`src/hdl/assert_macros.svh`:
```
// Assertion macros shared by the RTL.
`ifndef ASSERT_MACROS_SVH
`define ASSERT_MACROS_SVH

`ifndef ASSERT_OFF

// Expression must hold at every clock edge outside reset.
`define ASSERT_ALWAYS(label, clk, rst_n, expr) \
    label: assert property (@(posedge clk) disable iff (!rst_n) (expr)) \
        else $error("assertion failed");

// Consequent must hold in the same cycle as the antecedent.
`define ASSERT_IMPLIES(label, clk, rst_n, ante, cons) \
    label: assert property (@(posedge clk) disable iff (!rst_n) (ante) |-> (cons)) \
        else $error("assertion failed");

// Consequent must hold in the cycle after the antecedent.
`define ASSERT_NEXT(label, clk, rst_n, ante, cons) \
    label: assert property (@(posedge clk) disable iff (!rst_n) (ante) |=> (cons)) \
        else $error("assertion failed");

`else

`define ASSERT_ALWAYS(label, clk, rst_n, expr)
`define ASSERT_IMPLIES(label, clk, rst_n, ante, cons)
`define ASSERT_NEXT(label, clk, rst_n, ante, cons)

`endif

`endif

```
`src/hdl/tptu_pkg.sv`:
```
package tptu_pkg;

    // Sizing
    localparam int TLB_ENTRIES = 16;
    localparam int PAGE_COUNT  = 256;
    localparam int PAGE_SIZE   = 256;

    localparam int VA_W     = 16;
    localparam int PA_W     = 16;
    localparam int OFFSET_W = $clog2(PAGE_SIZE);
    localparam int PAGE_W   = $clog2(PAGE_COUNT);
    localparam int FRAME_W  = PAGE_W;
    localparam int SLOT_W   = $clog2(TLB_ENTRIES);
    localparam int FILL_W   = $clog2(TLB_ENTRIES + 1);
    localparam int NEXT_W   = $clog2(PAGE_COUNT + 1);
    localparam int MAP_W    = FRAME_W + 1;

    typedef logic [PAGE_W-1:0]   page_t;
    typedef logic [FRAME_W-1:0]  frame_t;
    typedef logic [OFFSET_W-1:0] offset_t;

    // TLB lookup answer
    typedef struct packed {
        logic   hit;
        frame_t frame;
    } tlb_lookup_t;

    // TLB insert request
    typedef struct packed {
        logic   en;
        page_t  page;
        frame_t frame;
    } tlb_insert_t;

endpackage

```
`src/hdl/tptu_ram.sv`:
```
module tptu_ram #(
    parameter int WIDTH = 8,
    parameter int DEPTH = 256
) (
    input  logic                     clk,
    input  logic                     we,
    input  logic [$clog2(DEPTH)-1:0] waddr,
    input  logic [WIDTH-1:0]         wdata,
    input  logic                     re,
    input  logic [$clog2(DEPTH)-1:0] raddr,
    output logic [WIDTH-1:0]         rdata
);

    logic [WIDTH-1:0] mem [DEPTH];
    logic [WIDTH-1:0] rdata_reg;

    // Single write port, registered read port
    always_ff @(posedge clk)
    begin
        if (we)
        begin
            mem[waddr] <= wdata;
        end
        if (re)
        begin
            rdata_reg <= mem[raddr];
        end
    end

    assign rdata = rdata_reg;

endmodule

```
`src/hdl/tptu_tlb.sv`:
```
module tptu_tlb
    import tptu_pkg::*;
(
    input  logic        clk,
    input  logic        rst_n,
    input  page_t       lookup_page,
    output tlb_lookup_t lookup,
    input  tlb_insert_t insert
);

    page_t              tag_reg   [TLB_ENTRIES];
    frame_t             frame_reg [TLB_ENTRIES];
    logic [FILL_W-1:0]  fill_reg, fill_next;
    logic [SLOT_W-1:0]  victim_reg, victim_next;
    logic [SLOT_W-1:0]  slot;
    logic               full;

    // Associative match over the filled slots; lowest slot wins
    always_comb
    begin
        lookup.hit   = 1'b0;
        lookup.frame = '0;
        for (int i = TLB_ENTRIES - 1; i >= 0; i--)
        begin
            if ((FILL_W'(i) < fill_reg) && (tag_reg[i] == lookup_page))
            begin
                lookup.hit   = 1'b1;
                lookup.frame = frame_reg[i];
            end
        end
    end

    // Slot choice: free slots first, then FIFO eviction
    always_comb
    begin
        full        = (fill_reg == FILL_W'(TLB_ENTRIES));
        fill_next   = fill_reg;
        victim_next = victim_reg;
        slot        = fill_reg[SLOT_W-1:0];
        if (full)
        begin
            slot = victim_reg;
        end
        if (insert.en)
        begin
            if (!full)
            begin
                fill_next = fill_reg + FILL_W'(1);
            end
            else if (victim_reg == SLOT_W'(TLB_ENTRIES - 1))
            begin
                victim_next = '0;
            end
            else
            begin
                victim_next = victim_reg + SLOT_W'(1);
            end
        end
    end

    always_ff @(posedge clk or negedge rst_n)
    begin
        if (!rst_n)
        begin
            fill_reg   <= '0;
            victim_reg <= '0;
        end
        else
        begin
            fill_reg   <= fill_next;
            victim_reg <= victim_next;
        end
    end

    // Slot contents, written on insert only
    always_ff @(posedge clk)
    begin
        if (insert.en)
        begin
            tag_reg[slot]   <= insert.page;
            frame_reg[slot] <= insert.frame;
        end
    end

endmodule

```
`src/hdl/tlb_page_translation_unit.sv`:
```
// Channel   Ports                                      Transfer
// -------   ----------------------------------------   ------------------------
// input     start, busy, virtual_address               start high, busy low
// result    done, physical_address, tlb_hit, page_fault one cycle, done high
//
// An address goes through the page map RAM read in the start cycle,
// then TLB match, map update and TLB insert in the lookup cycle. The result
// is shown the cycle after, while the next address may already be taken.
// After reset busy stays high while the page map is cleared,
// one entry a cycle. The receiver cannot stall; results are never held.
`include "assert_macros.svh"

module tlb_page_translation_unit
    import tptu_pkg::*;
(
    input  logic            clk,
    input  logic            rst_n,
    input  logic            start,
    output logic            busy,
    input  logic [VA_W-1:0] virtual_address,
    output logic            done,
    output logic [PA_W-1:0] physical_address,
    output logic            tlb_hit,
    output logic            page_fault
);

    localparam logic [1:0] ST_CLEAR  = 2'd0;
    localparam logic [1:0] ST_IDLE   = 2'd1;
    localparam logic [1:0] ST_LOOKUP = 2'd2;

    logic [1:0]        state_reg, state_next;
    logic [PAGE_W-1:0] clear_cnt_reg, clear_cnt_next;
    logic [NEXT_W-1:0] next_frame_reg, next_frame_next;
    logic [VA_W-1:0]   addr_reg;
    logic              done_reg, done_next;
    logic [PA_W-1:0]   pa_reg;
    logic              hit_reg;
    logic              fault_reg;

    logic              take;
    page_t             page_in;
    page_t             page_cur;
    offset_t           offset_cur;
    logic              map_we;
    logic [PAGE_W-1:0] map_waddr;
    logic [MAP_W-1:0]  map_wdata;
    logic [MAP_W-1:0]  map_rdata;
    tlb_lookup_t       lookup;
    tlb_insert_t       insert;
    frame_t            frame_sel;
    logic              fault_now;

    assign take       = start && !busy;
    assign page_in    = virtual_address[OFFSET_W +: PAGE_W];
    assign page_cur   = addr_reg[OFFSET_W +: PAGE_W];
    assign offset_cur = addr_reg[OFFSET_W-1:0];

    // Page map: valid bit over frame number
    tptu_ram #(
        .WIDTH(MAP_W),
        .DEPTH(PAGE_COUNT)
    ) u_page_map (
        .clk  (clk),
        .we   (map_we),
        .waddr(map_waddr),
        .wdata(map_wdata),
        .re   (take),
        .raddr(page_in),
        .rdata(map_rdata)
    );

    tptu_tlb u_tlb (
        .clk        (clk),
        .rst_n      (rst_n),
        .lookup_page(page_cur),
        .lookup     (lookup),
        .insert     (insert)
    );

    // Translation in the lookup cycle
    always_comb
    begin
        fault_now = 1'b0;
        frame_sel = lookup.frame;
        if (!lookup.hit)
        begin
            if (map_rdata[MAP_W-1])
            begin
                frame_sel = map_rdata[FRAME_W-1:0];
            end
            else
            begin
                frame_sel = next_frame_reg[FRAME_W-1:0];
                fault_now = 1'b1;
            end
        end
        insert.en    = (state_reg == ST_LOOKUP) && !lookup.hit;
        insert.page  = page_cur;
        insert.frame = frame_sel;
    end

    // Page map write: clearing sweep or fault fill
    always_comb
    begin
        map_we    = 1'b0;
        map_waddr = page_cur;
        map_wdata = {1'b1, next_frame_reg[FRAME_W-1:0]};
        if (state_reg == ST_CLEAR)
        begin
            map_we    = 1'b1;
            map_waddr = clear_cnt_reg;
            map_wdata = '0;
        end
        else if ((state_reg == ST_LOOKUP) && fault_now)
        begin
            map_we = 1'b1;
        end
    end

    // Sequencer
    always_comb
    begin
        state_next      = state_reg;
        clear_cnt_next  = clear_cnt_reg;
        next_frame_next = next_frame_reg;
        done_next       = 1'b0;
        unique case (state_reg)
            ST_CLEAR:
            begin
                clear_cnt_next = clear_cnt_reg + PAGE_W'(1);
                if (clear_cnt_reg == PAGE_W'(PAGE_COUNT - 1))
                begin
                    state_next = ST_IDLE;
                end
            end
            ST_IDLE:
            begin
                if (take)
                begin
                    state_next = ST_LOOKUP;
                end
            end
            ST_LOOKUP:
            begin
                done_next  = 1'b1;
                state_next = ST_IDLE;
                if (fault_now && (next_frame_reg < NEXT_W'(PAGE_COUNT)))
                begin
                    next_frame_next = next_frame_reg + NEXT_W'(1);
                end
            end
            default:
            begin
                state_next = ST_IDLE;
            end
        endcase
    end

    always_ff @(posedge clk or negedge rst_n)
    begin
        if (!rst_n)
        begin
            state_reg      <= ST_CLEAR;
            clear_cnt_reg  <= '0;
            next_frame_reg <= '0;
            done_reg       <= 1'b0;
        end
        else
        begin
            state_reg      <= state_next;
            clear_cnt_reg  <= clear_cnt_next;
            next_frame_reg <= next_frame_next;
            done_reg       <= done_next;
        end
    end

    // Address capture and result register
    always_ff @(posedge clk)
    begin
        if (take)
        begin
            addr_reg <= virtual_address;
        end
        if (state_reg == ST_LOOKUP)
        begin
            pa_reg    <= PA_W'({frame_sel, offset_cur});
            hit_reg   <= lookup.hit;
            fault_reg <= fault_now;
        end
    end

    assign busy             = (state_reg != ST_IDLE);
    assign done             = done_reg;
    assign physical_address = pa_reg;
    assign tlb_hit          = hit_reg;
    assign page_fault       = fault_reg;

    // Checks
    `ASSERT_NEXT(a_lookup_done, clk, rst_n, state_reg == ST_LOOKUP, done)
    `ASSERT_IMPLIES(a_hit_no_fault, clk, rst_n, done, !(tlb_hit && page_fault))
    `ASSERT_ALWAYS(a_frame_bound, clk, rst_n, next_frame_reg <= NEXT_W'(PAGE_COUNT))
    `ASSERT_IMPLIES(a_no_take_clear, clk, rst_n, state_reg == ST_CLEAR, !take)

endmodule
```
`config.mk`:
```
export PLATFORM = sky130hd
export DESIGN_NAME = tlb_page_translation_unit
export DESIGN_NICKNAME = d
export VERILOG_FILES = /design/src/hdl/tptu_pkg.sv /design/src/hdl/tptu_ram.sv /design/src/hdl/tptu_tlb.sv /design/src/hdl/tlb_page_translation_unit.sv
export VERILOG_INCLUDE_DIRS = /design/src /design/src/hdl
export SDC_FILE = /design/constraint.sdc
export NUM_CORES = 2
export LEC_CHECK = 0
export ABC_AREA = 1
export BUFFER_PORTS_ARGS = -buffer_cell sky130_fd_sc_hd__buf_2
export CORE_ASPECT_RATIO = 0.6
export CORE_MARGIN = 10
export CORE_UTILIZATION = 40
export CTS_CLUSTER_SIZE = 14
export DETAILED_ROUTE_END_ITERATION = 16
export PLACE_DENSITY = 0.53
export SLEW_MARGIN = 25
export SYNTH_ARGS = -nofsm -noshare
export SYNTH_HDL_FRONTEND = slang
export SYNTH_SLANG_ARGS = --single-unit
```
`constraint.sdc`:
```
create_clock -name clk -period 22.1 [get_ports clk]
set_input_delay 1.105 -clock clk [delete_from_list [all_inputs] [get_ports clk]]
set_output_delay 1.105 -clock clk [all_outputs]
set_load 0.02 [all_outputs]
```
# Yosys cells after proc, flatten, opt, wreduce, memory -nomap -nowiden
# Memories as Yosys holds them, arrays and structs flattened. A register that Yosys moved wholly into a read port is not among the register bits.
# Index checks and enable logic that the tools add are counted.
dict set report op_classes {
  n_addsub 4
  order_cmp 17
  eq_ne 24
  mux 34
  bitwise 1
  n_reduce_logical 27
}
# cell n
set op_table {}
lappend op_table {{two-way mux 9 bit} 17}
lappend op_table {{equality test 8 bit} 16}
lappend op_table {{less-than comparator 4 x 5 -> 1 bit, first input constant} 8}
lappend op_table {{two-way mux 8 bit} 3}
lappend op_table {{logical AND 1 bit} 20}
lappend op_table {{less-than comparator 3 x 5 -> 1 bit, first input constant} 4}
lappend op_table {{less-than comparator 1 x 5 -> 1 bit, first input constant} 2}
lappend op_table {{less-than comparator 2 x 5 -> 1 bit, first input constant} 2}
lappend op_table {{adder 9 x 1 -> 9 bit, second input constant} 1}
lappend op_table {{less-than comparator 9 bit, second input constant} 1}
lappend op_table {{two-way mux 1 bit} 9}
lappend op_table {{adder 8 x 1 -> 8 bit, second input constant} 1}
lappend op_table {{equality test 8 bit, second input constant} 1}
lappend op_table {{two-way mux 4 bit} 2}
lappend op_table {{AND reduction 2 bit} 4}
lappend op_table {{adder 5 x 1 -> 5 bit, second input constant} 1}
lappend op_table {{equality test 5 bit, second input constant} 1}
lappend op_table {{adder 4 x 1 -> 4 bit, second input constant} 1}
lappend op_table {{equality test 4 bit, second input constant} 1}
lappend op_table {{two-way mux 2 bit} 2}
lappend op_table {{!= test 2 x 1 -> 1 bit, second input constant} 2}
lappend op_table {{case mux 2 bit (2 select lines)} 1}
lappend op_table {{equality test 2 x 1 -> 1 bit, second input constant} 1}
lappend op_table {{equality test 2 bit, second input constant} 1}
lappend op_table {{other kinds (4)} 5}
dict set report totals {
  regBits 63
  ramBits 2560
  input_bits 19
  out_inout_bits 20
  elab_cells 120
  memories 3
}
# name words word_bits read_ports rd_clocked_by_memory_dff wr line_no
set mem_list {}
lappend mem_list {u_page_map.mem 256 9 1 1 1 tptu_ram.sv:14} ;# logic [WIDTH-1:0] mem [DEPTH];
lappend mem_list {u_tlb.frame_reg 16 8 16 0 1 tptu_tlb.sv:12} ;# frame_t frame_reg [TLB_ENTRIES];
lappend mem_list {u_tlb.tag_reg 16 8 16 0 1 tptu_tlb.sv:11} ;# page_t tag_reg [TLB_ENTRIES];

# Depth between registers and ports, before layout
dict set report depth {
  ltp_word 24
  ltp_mapped 26
  depth_no_buf 24
}

# Modules after synthesis
# From an unflattened synthesis, not the netlist that was laid out.
dict set report hier_totals {
  cells_unflattened 9137
  hier_area_um2 108051.1
}
# mod n_inst cells_per_inst area_each_um2 seq_area_each_um2
set by_module_without_submodules {}
lappend by_module_without_submodules {tptu_ram 1 7826 93609.8 69456.6}
lappend by_module_without_submodules {tptu_tlb 1 1090 12066.6 7912.6}
lappend by_module_without_submodules {tlb_page_translation_unit 1 221 2374.8 1521.5}

# Worst setup path after synthesis
# No wires, ideal clock.
dict set report synth_path {
  path_kind {flip-flop to flip-flop}
  from {reg state_reg[0]}
  to {mem u_page_map.mem[0][0] in the netlist's numbering, data pin}
  setup_ps 1393
  t_arrival_ps 6560
  required_time_ps 20707
  path_slack_ps 14147
  stages_incl_launch_ff 4
  path_buffers 1
  period_less_slack_ps 7953
  path_cell_list {dfrtp_1 > nor2_1 > clkbuf_1 > nor2_1}
}
dict set report synth_between {
  elab_chain_len 2
}
# element line_no
set synth_lines {}
lappend synth_lines {{from (decl)} tlb_page_translation_unit.sv:31} ;# logic [1:0] state_reg, state_next;
lappend synth_lines {{from (signal assigned)} tlb_page_translation_unit.sv:170} ;# state_reg <= state_next;
lappend synth_lines {{logical NOT 2 bit} tlb_page_translation_unit.sv:108} ;# if (state_reg == ST_CLEAR)
lappend synth_lines {{two-way mux 9 bit} tlb_page_translation_unit.sv:108}
lappend synth_lines {{net map_wdata[0]} tlb_page_translation_unit.sv:46} ;# logic [MAP_W-1:0] map_wdata;
lappend synth_lines {{to (decl)} tptu_ram.sv:14}
# The timed path passes the listed nets, and every way through them passes these cells.

==> flow_summary.yaml <==
synthesis:
  synth-edff-count: 2603
  async_flop_share: 0.0110
  seq_area_frac_synth: 0.743
  synth_top_area_frac: 0.736
  post_synth_main_area_contributors: "edfxtp_1 (74%), o21ai_0 (7.2%), nor2_1 (6.7%)"
  ys_ff_latch: 2632
  synth_most_common_cell: "edfxtp_1"
  netlist_top_cells_count: "edfxtp_1 (2603), nor2_1 (1903), o21ai_0 (1535), o22ai_1 (723), clkbuf_1 (486)"
  synth_ff_type: "edfxtp_1"
  synth_nets: 8406
  synth_warnings: 0
  synth_area_sq_um: 106000
  syn_area_per_cell_sq_um: 12.7
  synthCells: 8382
  synth_top_cell_by_area: "edfxtp_1"
  yosysUniqueCellTypes: 53
drt:
  route.detailed.drc: 0
  ant_nets: 0
  dr_total_vias: 69600
  firstDrtPassIters: 8
  routedWlPerCell_um: 27.6
  drtIter0Drc: 9487
  vias_per_cell: 5.82
  wl_um: 330000
final_layout:
  fin_area_sq_um: 117000
  largest_reg_flops: 2304
  layout.nets: 8249
  fin_cells: 12000
  drive_gt1_frac: 0.0830
  syn_to_final_growth_pct: 10.3
die:
  die_w_um: 685
  io_pins: 39
  core_region_area_sq_um: 264000
  start_util: 0.402
  std_cell_rows: 146
  dieHeight_um: 419
  dieArea_sq_um: 287000
critical_path:
  max_stage_delay_ns: 0.80
  worstSetupPathType: "in -> reg"
  critPathRequiredTime_ns: 22.84
  critPathArrivalTime_ns: 7.93
  r2r_slack_ns: 16.20
  path_cells: "buf_8 > inv_8 > buf_4 > buf_4 > buf_4 > buf_6 > o21ai_0 > o22ai_1 > o21ai_0 > o22ai_1 > o21ai_0 > o22ai_1 > o21ai_0 > o22ai_1"
  reg2reg_to: "u_page_map.mem[162][0]"
  slowest_stage: "buf_4"
  worst-path-buf-inv: 6
  rr_startpoint: "addr_reg[11]"
  worstSetupEndpointType: "flop"
  worstRegToRegCells: 17
  cp_top_family: "buffers and inverters"
  startpoint_type: "input pin"
  crit_fanout: 136
power_and_ir_drop:
  cellPowerDensity_nw_per_um2: 97.9
  swShare: 0.279
  leakage_nw: 36.2
  p_int_mw: 8.27
  p_clk_frac: 0.348
  switching_power_mw: 3.20
  pwr-share-comb: 0.133
  seq_power_share: 0.519
  finalPower_mw: 11.5
  ir_drop_uv: 114
timing:
  fin_crit_sh: 0.325
  slew_headroom: 0.231
  fin_skew_ns: 0.0722
  finalHoldViolCount: 0
  timing.hold.ws_ns: 0.354
  final_max_slew_viol_count: 0
  finalSetupViolations: 0
  layout_min_cycle_time_ns: 7.19
  tns_ns: 0
  rsz0062_at_grt: "false"
  clock.fmax_mhz: 139
  worst_pin_slew_ns: 1.15
cts:
  clock_path_buffers: 4
  post-cts-setup-buffers: 0
  ctsRootBufferMaster: "clkbuf_16"
  cts_htree_levels: 4
  clk_latency_ns: 0.91
  post_cts_resized: 0
  cts_hold_buf: 0
  cts_buffers: 242
  path_clk_slew_ns: 0.06
  tritoncts: "built"
  cts.sinks: 2632
grt:
  grtUsageTotal: 0.221
  grt_pass1_vias: 64000
  grt_max_degree: 211
  antenna_found_initial: 21
  gr-total-overflow: 0
  grt_first_pass_wirelength_um: 476000
outcome:
  status: "complete, no violations"
flow_run:
  max_cap_viol_count: 0
placement:
  placed_cells: 11500
  dpl_cell_area_sq_um: 110000
  dpl.hpwl_um: 189000
  gp_congestion: 0.855
  port-buffer-count: 38
worst_hold_path:
  hold_class: "in -> async"
cell type report:
type	instances	area, sq um
antenna	1	2.50
sequential	2632	78900
multi-input combinational	5017	24500
fill	23800	147000
tap	3552	4440
timing repair buffer	163	1330
inverter	169	672
clock inverter	107	714
clock buffer	313	6440
metrics by stage:
step | setup WS, ns | util
2_1_floorplan | 14.15 | -
3_3_place_gp | 14.09 | 0.415
3_5_place_dp | 14.00 | 0.416
4_1_cts | 14.98 | 0.443
5_1_grt | 14.83 | 0.443
6_report | 14.91 | 0.443
worst reg2reg max path: stages, from the launching register on:
cell      delay (ns)
edfxtp_1        0.33
buf_4           0.40
inv_1           0.54
or2_2           0.44
nand3_1         0.09
nor4_1          0.05
nand2_1         0.48
nand2_1         0.13
nor2_1          0.11
nand2_1         0.14
inv_1           0.11
nand2_2         0.13
nor2_4          0.22
nand2_4         0.09
nand2_4         0.48
nand2_2         0.37
buf_4           0.47
nor2_1          0.93
power groups by stage:
stage	combinational, mW	sequential, mW	clock, mW
floorplan	0.763	6.10	0
detailed placement	1.50	6.05	0
CTS	1.50	5.94	4.04
global placement	1.47	6.05	0
global route	1.61	5.95	4.25
finish	1.53	5.94	3.99
routing by layer:
metal,routed length (um),global-route usage,part of all wire
met4,7200,0.0484,0.022
met2,132000,0.296,0.40
met3,38400,0.0637,0.12
met5,80,0,0.00024
met1,153000,0.351,0.46
kinds of logic after synthesis:
| kind of cell | count (synthesis) | synth area share |
|---|---|---|
| compound gates | 2357 | 0.122 |
| xor+xnor | 77 | 0.00635 |
| fa+ha+maj | 5 | 0.000589 |
| buf+inv | 733 | 0.0281 |
| flops | 2632 | 0.743 |
| simple gates | 2578 | 0.0999 |
how the worst max path moves through the flow:
| stage | from | to | depth (start not counted) |
|---|---|---|---|
| finish | virtual_address[8] | u_page_map.rdata[0] | 14 |
| global route | virtual_address[8] | u_page_map.rdata[0] | 14 |
| CTS | virtual_address[8] | u_page_map.rdata[0] | 14 |
| detailed placement | virtual_address[8] | u_page_map.rdata[0] | 14 |
| global placement | virtual_address[8] | u_page_map.rdata[0] | 14 |
| floorplan | state_reg[0] | u_page_map.mem[0][0] | 3 |
layout by cell type (no fill, tap or decap), drive strengths merged, types with 4 or more instances in the layout:
cell type / count
a21oi: 37
buf: 163
bufinv: 9
clkbuf: 313
clkinv: 94
dfrtp: 29
edfxtp: 2603
ha: 5
inv: 171
nand2: 395
nand3: 87
nand4: 34
nor2: 1978
nor3: 14
nor3b: 4
nor4: 14
o211ai: 9
o21ai: 1537
o22ai: 723
o32ai: 41
or2: 44
xnor2: 31
xor2: 46
Power figures use the tool's default switching activity.
